File: config.mk
export PLATFORM = sky130hd
export DESIGN_NAME = flag_length_frame_receiver_core
export DESIGN_NICKNAME = d
export VERILOG_FILES = /design/src/rtl/core/flfr_pkg.sv /design/src/rtl/core/flfr_cfg.sv /design/src/rtl/core/flfr_parser.sv /design/src/rtl/core/flfr_out_buf.sv /design/src/rtl/core/flag_length_frame_receiver_core.sv
export VERILOG_INCLUDE_DIRS = /design/src /design/src/rtl/core
export SDC_FILE = /design/constraint.sdc
export NUM_CORES = 1
export LEC_CHECK = 0
export BUFFER_PORTS_ARGS = -buffer_cell sky130_fd_sc_hd__buf_4
export CAP_MARGIN = 30
export CORE_ASPECT_RATIO = 1.4
export CORE_MARGIN = 2
export CORE_UTILIZATION = 59
export CTS_CLUSTER_DIAMETER = 200
export CTS_CLUSTER_SIZE = 12
export DETAILED_ROUTE_END_ITERATION = 8
export GPL_TIMING_DRIVEN = 0
export HOLD_SLACK_MARGIN = 0.12
export PLACE_DENSITY = 0.89
export SYNTH_ARGS = -nofsm -noshare
export SYNTH_HDL_FRONTEND = slang
export SYNTH_HIERARCHICAL = 1
export SYNTH_SLANG_ARGS = --single-unit
File: constraint.sdc
create_clock -name clk -period 4.8 [get_ports clk]
set_clock_uncertainty 0.1 [all_clocks]
set_input_delay 0.48 -clock clk [delete_from_list [all_inputs] [get_ports clk]]
set_output_delay 0.48 -clock clk [all_outputs]
set_load 0.05 [all_outputs]
File: src/rtl/core/assert_macros.svh
// Assertion helpers shared by the core modules.
`ifndef ASSERT_MACROS_SVH
`define ASSERT_MACROS_SVH

// Check a property on every rising edge while reset is released.
`define FLFR_ASSERT(lbl, clk, rstn, prop, msg) \
  lbl: assert property (@(posedge clk) disable iff (!rstn) prop) else $error(msg);

// Check a property on every rising edge, reset included.
`define FLFR_ASSERT_ALWAYS(lbl, clk, prop, msg) \
  lbl: assert property (@(posedge clk) prop) else $error(msg);

`endif

File: src/rtl/core/flfr_pkg.sv
package flfr_pkg;

  localparam int unsigned CfgIdxW = 2;
  localparam int unsigned MaxLenW = 9;

  localparam logic [CfgIdxW-1:0] REG_START_FLAG    = 2'd0;
  localparam logic [CfgIdxW-1:0] REG_END_FLAG      = 2'd1;
  localparam logic [CfgIdxW-1:0] REG_MAX_FRAME_LEN = 2'd2;

  localparam logic [7:0]         START_FLAG_RST    = 8'h69;
  localparam logic [7:0]         END_FLAG_RST      = 8'h96;
  localparam logic [MaxLenW-1:0] MAX_FRAME_LEN_RST = 9'd200;

  // Bytes of a frame besides its data: start, opcode, length, checksum, end.
  localparam logic [MaxLenW-1:0] FRAME_OVERHEAD = 9'd5;

  localparam logic [1:0] KIND_DATA    = 2'd0;
  localparam logic [1:0] KIND_GOOD    = 2'd1;
  localparam logic [1:0] KIND_BAD_END = 2'd2;

  typedef struct packed {
    logic [7:0]         sof_byte;
    logic [7:0]         eof_byte;
    logic [MaxLenW-1:0] max_frame_len;
  } cfg_t;

  typedef struct packed {
    logic [7:0] checksum_byte;
    logic [7:0] data_byte;
    logic [7:0] index;
    logic [7:0] payload_len;
    logic [7:0] opcode;
  } res_data_t;

  typedef struct packed {
    logic [1:0] kind;
    res_data_t  data;
  } res_t;

endpackage

File: src/rtl/core/flfr_cfg.sv
module flfr_cfg (
  input  logic                          clk,
  input  logic                          rst_n,
  input  logic                          cfg_valid,
  output logic                          cfg_ready,
  input  logic [flfr_pkg::CfgIdxW-1:0]  cfg_index,
  input  logic [15:0]                   cfg_data,
  output flfr_pkg::cfg_t                cfg
);

  flfr_pkg::cfg_t cfg_r;
  flfr_pkg::cfg_t cfg_nxt;
  logic           wr;

  assign cfg_ready = 1'b1;
  assign wr        = cfg_valid & cfg_ready;

  always_comb begin
    cfg_nxt = cfg_r;
    if (wr) begin
      case (cfg_index)
        flfr_pkg::REG_START_FLAG:    cfg_nxt.sof_byte      = cfg_data[7:0];
        flfr_pkg::REG_END_FLAG:      cfg_nxt.eof_byte      = cfg_data[7:0];
        flfr_pkg::REG_MAX_FRAME_LEN: cfg_nxt.max_frame_len =
                                       cfg_data[flfr_pkg::MaxLenW-1:0];
        default: ; // drop writes beyond the register list
      endcase
    end
  end

  always_ff @(posedge clk) begin
    if (!rst_n) begin
      cfg_r.sof_byte      <= flfr_pkg::START_FLAG_RST;
      cfg_r.eof_byte      <= flfr_pkg::END_FLAG_RST;
      cfg_r.max_frame_len <= flfr_pkg::MAX_FRAME_LEN_RST;
    end else begin
      cfg_r <= cfg_nxt;
    end
  end

  assign cfg = cfg_r;

endmodule

File: src/rtl/core/flfr_parser.sv
`include "assert_macros.svh"

module flfr_parser (
  input  logic           clk,
  input  logic           rst_n,
  input  logic           fire,
  input  logic [7:0]     rx_byte,
  input  flfr_pkg::cfg_t cfg,
  output logic           res_valid,
  output flfr_pkg::res_t res
);

  localparam logic [2:0] PH_HUNT   = 3'd0;
  localparam logic [2:0] PH_OPCODE = 3'd1;
  localparam logic [2:0] PH_LENGTH = 3'd2;
  localparam logic [2:0] PH_DATA   = 3'd3;
  localparam logic [2:0] PH_CHECK  = 3'd4;
  localparam logic [2:0] PH_END    = 3'd5;

  logic [2:0] phase_r,  phase_nxt;
  logic [7:0] opcode_r, opcode_nxt;
  logic [7:0] len_r,    len_nxt;
  logic [7:0] pos_r,    pos_nxt;
  logic [7:0] cks_r,    cks_nxt;
  logic       too_long;

  assign too_long = ({1'b0, rx_byte} + flfr_pkg::FRAME_OVERHEAD) > cfg.max_frame_len;

  always_comb begin
    phase_nxt  = phase_r;
    opcode_nxt = opcode_r;
    len_nxt    = len_r;
    pos_nxt    = pos_r;
    cks_nxt    = cks_r;
    res_valid  = 1'b0;
    res.kind   = flfr_pkg::KIND_DATA;
    res.data.opcode        = opcode_r;
    res.data.payload_len   = len_r;
    res.data.index         = 8'd0;
    res.data.data_byte     = 8'd0;
    res.data.checksum_byte = 8'd0;
    if (fire) begin
      case (phase_r)
        PH_OPCODE: begin
          opcode_nxt = rx_byte;
          phase_nxt  = PH_LENGTH;
        end
        PH_LENGTH: begin
          len_nxt = rx_byte;
          pos_nxt = 8'd0;
          if (too_long) begin
            phase_nxt = PH_HUNT;
          end else if (rx_byte == 8'd0) begin
            phase_nxt = PH_CHECK;
          end else begin
            phase_nxt = PH_DATA;
          end
        end
        PH_DATA: begin
          res_valid          = 1'b1;
          res.data.index     = pos_r;
          res.data.data_byte = rx_byte;
          pos_nxt            = pos_r + 8'd1;
          if (pos_nxt >= len_r) begin
            phase_nxt = PH_CHECK;
          end
        end
        PH_CHECK: begin
          cks_nxt   = rx_byte;
          phase_nxt = PH_END;
        end
        PH_END: begin
          res_valid              = 1'b1;
          res.kind               = (rx_byte == cfg.eof_byte) ? flfr_pkg::KIND_GOOD
                                                             : flfr_pkg::KIND_BAD_END;
          res.data.checksum_byte = cks_r;
          phase_nxt              = PH_HUNT;
        end
        default: begin
          // hunt; unused codes fall back here too
          phase_nxt = (rx_byte == cfg.sof_byte) ? PH_OPCODE : PH_HUNT;
        end
      endcase
    end
  end

  always_ff @(posedge clk) begin
    if (!rst_n) begin
      phase_r  <= PH_HUNT;
      opcode_r <= 8'd0;
      len_r    <= 8'd0;
      pos_r    <= 8'd0;
      cks_r    <= 8'd0;
    end else begin
      phase_r  <= phase_nxt;
      opcode_r <= opcode_nxt;
      len_r    <= len_nxt;
      pos_r    <= pos_nxt;
      cks_r    <= cks_nxt;
    end
  end

  `FLFR_ASSERT(a_res_phase, clk, rst_n, res_valid |-> (phase_r == PH_DATA || phase_r == PH_END), "result outside data or end phase")
  `FLFR_ASSERT(a_end_to_hunt, clk, rst_n, (fire && phase_r == PH_END) |=> (phase_r == PH_HUNT), "end byte did not return to hunt")
  `FLFR_ASSERT(a_data_pos, clk, rst_n, (phase_r == PH_DATA) |-> (pos_r < len_r), "data position past frame length")

endmodule

File: src/rtl/core/flfr_out_buf.sv
`include "assert_macros.svh"

module flfr_out_buf (
  input  logic           clk,
  input  logic           rst_n,
  input  logic           push,
  input  flfr_pkg::res_t push_res,
  output logic           can_push,
  output logic           out_valid,
  input  logic           out_ready,
  output flfr_pkg::res_t out_res
);

  logic           main_valid_r, main_valid_nxt;
  logic           skid_valid_r, skid_valid_nxt;
  flfr_pkg::res_t main_r, main_nxt;
  flfr_pkg::res_t skid_r, skid_nxt;
  logic           pop;

  assign pop      = main_valid_r & out_ready;
  assign can_push = ~skid_valid_r;

  always_comb begin
    main_valid_nxt = main_valid_r;
    skid_valid_nxt = skid_valid_r;
    main_nxt       = main_r;
    skid_nxt       = skid_r;
    if (skid_valid_r) begin
      if (pop) begin
        main_nxt       = skid_r;
        skid_valid_nxt = 1'b0;
      end
    end else if (push) begin
      if (!main_valid_r || pop) begin
        main_nxt       = push_res;
        main_valid_nxt = 1'b1;
      end else begin
        // hold the new request while the output is stalled
        skid_nxt       = push_res;
        skid_valid_nxt = 1'b1;
      end
    end else if (pop) begin
      main_valid_nxt = 1'b0;
    end
  end

  always_ff @(posedge clk) begin
    if (!rst_n) begin
      main_valid_r <= 1'b0;
      skid_valid_r <= 1'b0;
    end else begin
      main_valid_r <= main_valid_nxt;
      skid_valid_r <= skid_valid_nxt;
    end
    main_r <= main_nxt;
    skid_r <= skid_nxt;
  end

  assign out_valid = main_valid_r;
  assign out_res   = main_r;

  `FLFR_ASSERT(a_skid_behind_main, clk, rst_n, skid_valid_r |-> main_valid_r, "skid entry without output entry")
  `FLFR_ASSERT(a_no_push_full, clk, rst_n, push |-> !skid_valid_r, "request pushed into full buffer")
  `FLFR_ASSERT(a_skid_fill, clk, rst_n, (push && main_valid_r && !out_ready) |=> skid_valid_r, "stalled request was lost")

endmodule

File: src/rtl/core/flag_length_frame_receiver_core.sv
// Results are registered in the output buffer, in the skid entry while out_* stalls.
// One byte per cycle while in_tready is high; the frame FSM handles each byte in one pass.
// A two-entry output buffer keeps in_tready high while one result waits on a stalled output.
// Reset (synchronous, active low): hunt for start flag, empty output, registers at defaults.
module flag_length_frame_receiver_core (
  input  logic                          clk,
  input  logic                          rst_n,
  input  logic                          in_tvalid,
  output logic                          in_tready,
  input  logic [7:0]                    in_tdata,   // [7:0] rx_byte
  output logic                          out_tvalid,
  input  logic                          out_tready,
  // [7:0] opcode, [15:8] payload_len, [23:16] index, [31:24] data_byte, [39:32] checksum_byte
  output logic [39:0]                   out_tdata,
  output logic [1:0]                    out_tuser,  // [1:0] kind
  input  logic                          cfg_valid,
  output logic                          cfg_ready,
  input  logic [flfr_pkg::CfgIdxW-1:0]  cfg_index,
  input  logic [15:0]                   cfg_data
);

  flfr_pkg::cfg_t cfg;
  flfr_pkg::res_t res;
  flfr_pkg::res_t out_res;
  logic           res_valid;
  logic           can_push;
  logic           fire;

  assign in_tready = can_push;
  assign fire      = in_tvalid & in_tready;

  flfr_cfg u_cfg (
    .clk       (clk),
    .rst_n     (rst_n),
    .cfg_valid (cfg_valid),
    .cfg_ready (cfg_ready),
    .cfg_index (cfg_index),
    .cfg_data  (cfg_data),
    .cfg       (cfg)
  );

  flfr_parser u_parser (
    .clk       (clk),
    .rst_n     (rst_n),
    .fire      (fire),
    .rx_byte   (in_tdata),
    .cfg       (cfg),
    .res_valid (res_valid),
    .res       (res)
  );

  flfr_out_buf u_out_buf (
    .clk       (clk),
    .rst_n     (rst_n),
    .push      (res_valid),
    .push_res  (res),
    .can_push  (can_push),
    .out_valid (out_tvalid),
    .out_ready (out_tready),
    .out_res   (out_res)
  );

  assign out_tdata = out_res.data;
  assign out_tuser = out_res.kind;

endmodule
# ---- After elaboration in Yosys (flattened, before gate mapping)
# Index checks and enable logic that the tools add are counted.
dict set report totals {
  output_inout_bits 45
  wordCells 85
  reg_bits 146
  in_bits 31
}
dict set report classes {
  n_bitwise 4
  n_mux 23
  n_eq_ne 12
  n_lt_le_gt_ge 2
  add_sub_neg 2
  n_reduce_logical 20
}
# cell n
set ops {}
lappend ops {{2-to-1 mux 42 bit} 4}
lappend ops {{2-to-1 mux 26 bit} 1}
lappend ops {{equality test 8 bit} 2}
lappend ops {{2-to-1 mux 16 bit} 1}
lappend ops {{one-hot mux 8 bit (2 select lines)} 1}
lappend ops {{AND reduction 2 bit} 8}
lappend ops {{one-hot mux 3 bit (5 select lines)} 1}
lappend ops {{2-to-1 mux 1 bit} 10}
lappend ops {{2-to-1 mux 10 bit} 1}
lappend ops {{adder 8 x 3 -> 9 bit (second input constant)} 1}
lappend ops {{greater-than comparator 9 bit} 1}
lappend ops {{2-to-1 mux 3 bit} 3}
lappend ops {{AND reduction 3 bit} 3}
lappend ops {{adder 8 x 1 -> 8 bit (second input constant)} 1}
lappend ops {{>= comparator 8 bit} 1}
lappend ops {{logical NOT 8 bit} 1}
lappend ops {{nonzero test 2 bit} 4}
lappend ops {{equality test 3 x 2 -> 1 bit (second input constant)} 2}
lappend ops {{equality test 3 bit (second input constant)} 2}
lappend ops {{!= test 2 x 1 -> 1 bit (second input constant)} 2}
lappend ops {{equality test 3 x 1 -> 1 bit (second input constant)} 1}
lappend ops {{AND 1 bit} 2}
lappend ops {{equality test 2 x 1 -> 1 bit (second input constant)} 1}
lappend ops {{equality test 2 bit (second input constant)} 1}
lappend ops {{other kinds (7)} 8}

# ---- Logic depth before layout (Yosys ltp)
# Gate-level depths: netlist of the first run.
dict set report depth {
  word_depth 7
  mapped_depth 12
  depth_no_buf 11
}

# ---- By module
# The synthesis of the first run kept the hierarchy.
# mod instances area_per_inst_um2 cells_per_inst
set by_module_without_submodules {}
lappend by_module_without_submodules {flfr_out_buf 1 3159.3 145}
lappend by_module_without_submodules {flfr_parser 1 2582.5 328}
lappend by_module_without_submodules {flfr_cfg 1 1036.0 105}
lappend by_module_without_submodules {flag_length_frame_receiver_core 1 6.3 1}

# ---- Worst setup path after synthesis of the first run
# Ideal clock, no wire load.
dict set report synth_timing {
  path_type {flip-flop to flip-flop}
  from {register u_out_buf.skid_valid_r}
  to {register u_out_buf.main_r (netlist bit u_out_buf/out_res[0]), enable pin}
  required_time_ns 4.245
  t_arrival_ns 3.889
  stages_incl_launch_ff 10
  period_less_slack_ns 4.444
  setup_ns 0.455
  slack_ns 0.356
  path_cell_list {dfxtp_1 buf_6 inv_1 and2_1 buf_2 clkbuf_1 clkbuf_1 a21o_1 mux2i_1 a21oi_1}
}
dict set report synth_via {
  elab_chain_cells 5
  word_cells_on_any_way 7
}
# item line_no
set synth_rtl {}
lappend synth_rtl {{start: declaration} flfr_out_buf.sv:15} ;# logic skid_valid_r, skid_valid_nxt;
lappend synth_rtl {{start signal: assignment} flfr_out_buf.sv:53} ;# skid_valid_r <= skid_valid_nxt;
lappend synth_rtl {{NOT 1 bit (no line)} --}
lappend synth_rtl {{net in_tready} flag_length_frame_receiver_core.sv:9} ;# output logic in_tready,
lappend synth_rtl {{AND 1 bit} flag_length_frame_receiver_core.sv:30} ;# assign fire = in_tvalid & in_tready;
lappend synth_rtl {{net fire} flag_length_frame_receiver_core.sv:27} ;# logic fire;
lappend synth_rtl {{2-to-1 mux 1 bit} flfr_parser.sv:42} ;# if (fire) begin
lappend synth_rtl {{net res_valid} flag_length_frame_receiver_core.sv:25} ;# logic res_valid;
lappend synth_rtl {{nonzero test 2 bit (no line)} --}
lappend synth_rtl {{AND reduction 3 bit (no line)} --}
lappend synth_rtl {{end signal: assignment} flfr_out_buf.sv:55} ;# main_r <= main_nxt;
lappend synth_rtl {{end: declaration} flfr_out_buf.sv:16} ;# flfr_pkg::res_t main_r, main_nxt;
# The timed path passes the listed nets, and every way through them passes these cells.
# A chain may end at the register's enable or synchronous reset.

# ---- Worst setup path in the final report of the first run
dict set report layout_timing {
  from {register u_out_buf.skid_valid_r}
  to {register u_out_buf.main_r (netlist bit u_out_buf/out_res[24]), enable pin}
}
dict set report layout_via {
  elab_chain_cells 5
  word_cells_on_any_way 7
}
# item line_no
set layout_rtl {}
lappend layout_rtl {{NOT 1 bit (no line)} --}
lappend layout_rtl {{AND 1 bit} flag_length_frame_receiver_core.sv:30}
lappend layout_rtl {{net fire} flag_length_frame_receiver_core.sv:27}
lappend layout_rtl {{2-to-1 mux 1 bit} flfr_parser.sv:42}
lappend layout_rtl {{net res_valid} flag_length_frame_receiver_core.sv:25}
lappend layout_rtl {{nonzero test 2 bit (no line)} --}
lappend layout_rtl {{AND reduction 3 bit (no line)} --}
# The timed path passes the listed nets, and every way through them passes these cells.

==> results.py, run 1 <==
metrics = {
    "clocking": {
        "cts_root_buffer": "clkbuf_16",
        "cts_tree": "yes",
        "insertion_delay_ps": 430,
        "clkSlewWorstSetupHoldPaths_ps": 60,
        "clockBufferDepth": 2,
        "cts.repair.resized": 0,
        "cts_buffers": 17,
        "cts_sinks": 146,
        "htree_levels": 4,
        "post_cts_buffers": 0,
        "hold_buffers": 0,
    },
    "logic_synthesis": {
        "ys.flop_type": "edfxtp_1",
        "async_reset_ff_share_pct": 0,
        "netlist-cell-type-count": 57,
        "ys_seq_area_share_pct": 55.5,
        "syn_area_um2": 6780,
        "synth_edf_count": 84,
        "ys_ff_latch": 146,
        "synth_cells": 579,
        "synth_nets": 631,
        "synth_area_per_cell_um2": 11.7,
        "ys_warn_count": 6,
    },
    "floorplan": {
        "die_w_um": 94.6,
        "num_rows": 46,
        "io_pins": 76,
        "start_util_pct": 60.1,
        "die_area_um2": 12400,
        "fp.coreArea_um2": 11300,
        "die_h_um": 131,
    },
    "timing": {
        "tightest_slew_ps": 822,
        "fin_crit_sh_pct": 66.0,
        "max_freq_mhz": 316,
        "finalSetupViolCount": 0,
        "slew_headroom_pct": 45.1,
        "period_needed_ps": 3170,
        "hold_viol_final": 0,
        "rsz0062_at_grt": "false",
        "fin_ws_ps": 1630,
        "slew_violations": 0,
    },
    "finish": {
        "num_antenna_cells": 0,
        "mostFrequentLayoutCell": "edfxtp_1",
        "final_layout_size_suffix_gt1_share_pct": 25.2,
        "design_area_um2": 8070,
        "finalNetCount": 714,
        "mostFrequentLayoutCells": "84 x edfxtp_1, 71 x nand2_1, 64 x buf_4, 62 x dfxtp_1, 41 x mux2_2",
        "syn2layout_area_growth_pct": 19.0,
    },
    "global_route": {
        "grt-ovfl-total": 0,
        "grt_pass1_vias": 4886,
        "grt_use_total_pct": 24.9,
        "antenna_found_initial": 0,
        "grt_pass1_wl_um": 23300,
        "grt_start_max_net_pins": 43,
    },
    "route": {
        "drtIter0Drc": 303,
        "viasPerCell": 5.78,
        "wl_per_cell_um": 17.9,
        "wl_um": 14700,
        "postRouteAntennaNets": 0,
        "via_count": 4730,
        "drcViolationCount": 0,
        "first_pass_iters": 5,
    },
    "critical_path": {
        "cp.arrival_ps": 3200,
        "crit_fanout": 28,
        "cp-end-kind": "flip-flop",
        "cp.required_ps": 4830,
        "path_class": "flip-flop to flip-flop",
        "cp-start-kind": "flip-flop",
    },
    "place": {
        "pre_cts_ws_ps": 1500,
        "io_buffers": 62,
        "gp_congestion": 0.879,
        "hpwl_um": 9900,
        "dpl_cell_area_um2": 7460,
    },
    "pwr": {
        "power_density_nw_per_um2": 351,
        "vdd_ir_drop_max_v": 0.000286,
        "p_leak_nw": 3.19,
    },
    "run_status": {
        "status": "complete, no violations",
    },
    "flow_run": {
        "maxCapViolCount": 0,
    },
    "hold_path": {
        "hold_path.class": "input pin to flip-flop",
    },
}
path summary, 6_finish.rpt:
kind	from	endpoint	slack, ps	cells past startpoint
setup / recovery	u_out_buf/skid_valid_r	u_out_buf/out_res[24]	1630	10
hold / removal	out_tready	u_out_buf/skid_valid_r	140	2
setup reg to reg	u_out_buf/skid_valid_r	u_out_buf/out_res[24]	1630	10
hold reg to reg	u_cfg/cfg[4]	u_cfg/cfg[4]	360	2
metal layers:
layer  wire (um)  track usage [%]
met2        7700             42.7
met1        5700             28.1
met5           0                0
met3         728             5.85
met4         558             14.7
logic make-up (layout without fill, tap and decap cells):
logic type	Yosys count	after routing	synth area share, %
xor+xnor	28	28	3.61
other cells	1	1	0.0553
buf+inv	64	160	4.59
fa+ha+maj	21	21	3.87
flops	146	146	55.5
mux	64	64	10.3
compound gates	73	73	7.34
simple gates	182	182	14.8
where the power goes:
| part | total [mW] | switching (mW) | internal [mW] |
|---|---|---|---|
| logic | 0.187 | 0.110 | 0.0767 |
| registers | 1.34 | 0.0108 | 1.33 |
| clock network | 1.31 | 0.573 | 0.738 |
| total | 2.84 | 0.694 | 2.14 |
per-stage QoR:
step	utilization [%]	hold slack [ps]	TNS [ps]	instances	total power, mW
6_report	71.6	142	0	819	2.84
5_1_grt	71.6	152	0	819	2.92
4_1_cts	71.4	133	0	818	2.84
3_5_place_dp	66.1	345	0	786	1.55
3_3_place_gp	65.9	342	-11290	785	1.54
2_1_floorplan	-	326	0	579	1.49
synth_stat cells (4+ instances only):
master | instances | area [um2]
buf_2 | 8 | 40.0
mux2i_1 | 22 | 220
ha_1 | 21 | 263
and2_1 | 12 | 75.1
mux2_2 | 41 | 462
dfxtp_1 | 62 | 1240
a21oi_1 | 17 | 85.1
nor2b_1 | 24 | 150
clkbuf_1 | 17 | 63.8
xor2_1 | 13 | 114
nor2_1 | 14 | 52.6
and3_1 | 20 | 125
buf_6 | 7 | 78.8
a21boi_0 | 17 | 128
o21ai_0 | 10 | 50.1
inv_1 | 28 | 105
edfxtp_1 | 84 | 2520
o211ai_1 | 6 | 45.0
o21ai_1 | 4 | 20.0
xnor2_1 | 15 | 131
nand3_1 | 8 | 40.0
nand2_1 | 71 | 267
cell type report:
class	instances	area [um2]
Sequential cell	146	3760
Fill cell	761	3210
Multi-Input combinational cell	369	2720
Timing Repair Buffer	64	505
Clock buffer	17	425
Buffer	36	206
Tap cell	144	180
Clock inverter	15	164
Inverter	28	105
sequential cells by signal (all words and copies together) (netlist names):
name / count
u_out_buf/skid_r: 42
u_parser/pos_r: 8
u_out_buf/out_valid: 1
u_out_buf/skid_valid_r: 1
u_cfg/cfg: 25
u_out_buf/out_res: 42
u_parser/len_r: 8
u_parser/opcode_r: 8
u_parser/cks_r: 8
u_parser/phase_r: 3
critical path: stages (launching register included):
cell,delay [ps]
dfxtp_1,310
buf_6,150
inv_1,130
and2_1,140
buf_2,200
clkbuf_1,380
clkbuf_1,330
a21o_1,230
mux2i_1,130
a21oi_4,490
buf_12,270
(Power assumes the default switching activity.)
==> run 2: changes to the inputs <==
- ABC_AREA: unset -> 1
- clock period: 4.8 -> 3.2 ns (I/O delays scaled with it)
==> run 2 against run 1 <==
Effect of this change: via count is 17% higher; core utilization is 1.7 points higher; non-clock buffer count is 8 higher; fmax is 2.7% higher; wire length is 12% higher; cell count is 23% higher; total power is 56% higher; flip-flop and latch count stayed put.
==> results.py, run 2 <==
metrics = {
    "critical_path": {
        "cp.required_ps": 3220,
        "worstPathCellList": "buf_6, inv_8, buf_12, nand2_1, inv_1, inv_1, nor2_2, inv_1, buf_2, nand2_1, inv_1, nor3_4, buf_8",
        "crit_top_cell": "inv_1",
        "cp-start-kind": "flip-flop",
        "slowest_delay_ps": 600,
        "cp.arrival_ps": 3100,
        "cp-end-kind": "flip-flop",
        "path_class": "flip-flop to flip-flop",
        "reg2reg_slack_ps": 110,
        "rr_worst_depth": 13,
        "crit_slowest_cell": "nor3_4",
        "r2r_end": "u_out_buf/skid_r[23]",
        "crit_fanout": 17,
        "timing.rr.start": "u_out_buf/skid_valid_r",
    },
    "timing": {
        "slew_violations": 0,
        "fin_crit_sh_pct": 96.4,
        "period_needed_ps": 3090,
        "fin_ws_ps": 115,
        "hold_viol_final": 0,
        "rsz0062_at_grt": "false",
        "setup_tns_ps": 0,
        "tightest_slew_ps": 767,
        "finalSetupViolCount": 0,
        "slew_headroom_pct": 48.7,
        "max_freq_mhz": 324,
        "whs_ps": 146,
    },
    "logic_synthesis": {
        "synth_cells": 748,
        "ys_ff_latch": 146,
        "muxShareOfSynthArea_pct": 0,
        "ys_warn_count": 6,
        "async_reset_ff_share_pct": 0,
        "yosys.area.top_type": "edfxtp_1",
        "synth_compound_area_share_pct": 6.08,
        "synth_xor_area_share_pct": 2.71,
        "netlist-cell-type-count": 41,
        "ys_seq_area_share_pct": 55.4,
        "synth.most_common_cell": "nand2_1",
        "syn_area_um2": 6800,
        "synthTopCellsByCount": "214 x nand2_1, 84 x edfxtp_1, 80 x inv_1",
        "synth_top_family_by_area": "simple AND/OR/NAND/NOR gates",
        "synth_edf_count": 84,
        "synthSimpleGateAreaFrac_pct": 23.4,
        "synth_area_leaders": "edfxtp_1 37%, dfxtp_1 18%, nand2_1 12%",
        "synthAdderAreaFrac_pct": 3.87,
        "synthDominantCellAreaShare_pct": 37.1,
        "synth_nets": 800,
        "synth_area_per_cell_um2": 9.08,
        "ys.flop_type": "edfxtp_1",
    },
    "clocking": {
        "cts_sinks": 146,
        "htree_levels": 4,
        "cts_buffers": 17,
        "cts_root_buffer": "clkbuf_16",
        "cts.repair.resized": 0,
        "insertion_delay_ps": 420,
        "clockBufferDepth": 2,
        "cts_tree": "yes",
        "clkSlewWorstSetupHoldPaths_ps": 60,
    },
    "hold_path": {
        "hold_path.class": "input pin to flip-flop",
        "min_to": "u_parser/cks_r[3]",
        "whs_path_depth": 3,
        "min-delay-start": "in_tdata[3]",
    },
    "pwr": {
        "p_total_mw": 4.42,
        "combPwrFrac_pct": 8.0,
        "internal-power_mw": 3.39,
        "p_switching_mw": 1.03,
        "clkPwrFrac_pct": 45.8,
        "seqPwrFrac_pct": 46.2,
        "p_leak_nw": 3.68,
        "vdd_ir_drop_max_v": 0.000426,
        "power_density_nw_per_um2": 535,
        "swShare_pct": 23.3,
    },
    "finish": {
        "mostFrequentLayoutCell": "nand2_1",
        "syn2layout_area_growth_pct": 21.6,
        "finalNetCount": 900,
        "final_layout_size_suffix_gt1_share_pct": 20.0,
        "n_fill_cell": 767,
        "final_cells": 1005,
        "num_antenna_cells": 0,
        "mostFrequentLayoutCells": "214 x nand2_1, 84 x edfxtp_1, 80 x inv_1, 73 x buf_4, 63 x nor2_1",
    },
    "route": {
        "wl_um": 16500,
        "via_count": 5528,
        "drcViolationCount": 0,
        "first_pass_iters": 5,
        "drtIter0Drc": 477,
        "viasPerCell": 5.50,
        "postRouteAntennaNets": 0,
        "wl_per_cell_um": 16.4,
    },
    "floorplan": {
        "fp.coreArea_um2": 11300,
        "die_area_um2": 12400,
        "die_w_um": 94.7,
        "io_pins": 76,
        "die_h_um": 131,
        "num_rows": 46,
        "start_util_pct": 60.2,
    },
    "place": {
        "hpwl_um": 10800,
        "dp_cells": 961,
        "pre_cts_ws_ps": 166,
        "io_buffers": 66,
        "gp_congestion": 0.887,
    },
    "global_route": {
        "grt_pass1_vias": 5530,
        "antenna_found_initial": 0,
        "grt_pass1_wl_um": 26300,
        "grt_start_max_net_pins": 30,
        "grt_use_total_pct": 28.1,
        "grt-ovfl-total": 0,
    },
    "flow_run": {
        "maxCapViolCount": 0,
    },
    "run_status": {
        "status": "complete, no violations",
    },
}
## run 2: cell types whose count changed after synthesis, sizes merged, moves of 17 or more
cell | before | now
a21boi | 17 | 0
a21oi | 17 | 44
and3 | 22 | 0
inv | 28 | 86
mux2 | 42 | 0
mux2i | 22 | 0
nand2 | 71 | 235
nand3 | 8 | 32
nor2 | 14 | 74
nor2b | 24 | 0
o21ai | 14 | 31
## run 2: how the worst max path moves through the flow
stage | startpoint | to | slack (ps) | depth (start not counted)
5_1_grt | u_out_buf/skid_valid_r | u_out_buf/out_res[12] | 10 | 15
3_5_place_dp | u_out_buf/skid_valid_r | u_out_buf/skid_r[17] | 170 | 13
6_report | u_out_buf/skid_valid_r | u_out_buf/skid_r[23] | 110 | 13
3_3_place_gp | u_out_buf/skid_valid_r | u_out_buf/skid_r[17] | -440 | 12
2_1_floorplan | u_out_buf/skid_valid_r | u_out_buf/skid_r[0] | 110 | 12
4_1_cts | u_out_buf/skid_valid_r | u_out_buf/skid_r[23] | 100 | 13
## run 2: repair_timing
| item | 4_1_cts | 5_1_grt |
|---|---|---|
| buffers inserted | 0 | 0 |
| hold endpoints to repair | 18 | 0 |
| hold buffers | 12 | 0 |
| endpoints found under the setup margin | 0 | 31 |
## run 2: cell type report
cell class / count / area, um2 / area share (%)
plain buffers: 27 / 240 / 2.91
clock buffers: 20 / 447 / 5.41
clock inverters: 12 / 156 / 1.89
inverters: 88 / 339 / 4.10
multi-input cells: 487 / 2470 / 29.9
flip-flops and latches: 146 / 3760 / 45.5
well taps: 144 / 180 / 2.18
repair buffers: 81 / 666 / 8.06
## run 2: cells by family after synthesis
logic type / count (synthesis)
and+or+nand+nor: 365
DFF: 146
buffers and inverters: 115
AOI/OAI and AO/OA: 79
xor gates and xnor gates: 21
adders and majority gates: 21
other: 1
## run 2: routing by layer
layer	vias to the layer above	GRT usage (%)	part of all wire (%)
met5	-	0	0
met4	0	16.7	4.9
met3	78	6.25	6.4
met2	289	49.9	52
met1	2549	30.5	36
li1	2612	-	-
## run 2: power groups by stage
stage | logic (mW) | clock network (mW) | registers [mW]
2_1_floorplan | 0.200 | 0 | 2.10
3_3_place_gp | 0.315 | 0 | 2.08
3_5_place_dp | 0.329 | 0 | 2.08
4_1_cts | 0.346 | 2.04 | 2.04
5_1_grt | 0.388 | 2.12 | 2.05
6_report | 0.354 | 2.03 | 2.04
## run 2: per-stage QoR
step                      cell area (um2)  util (%)
after global routing                 8260      73.2
after detailed placement             7540      66.8
after CTS                            8260      73.2
after global placement               7490      66.4
final                                8260      73.2
after floorplan                      6810         -
## run 2: worst max-delay path: cells and delay by family, from the launching register on
family / cells / cell delay (ps)
and+or+nand+nor: 4 / 930
buffers and inverters: 9 / 1430
DFF: 1 / 310
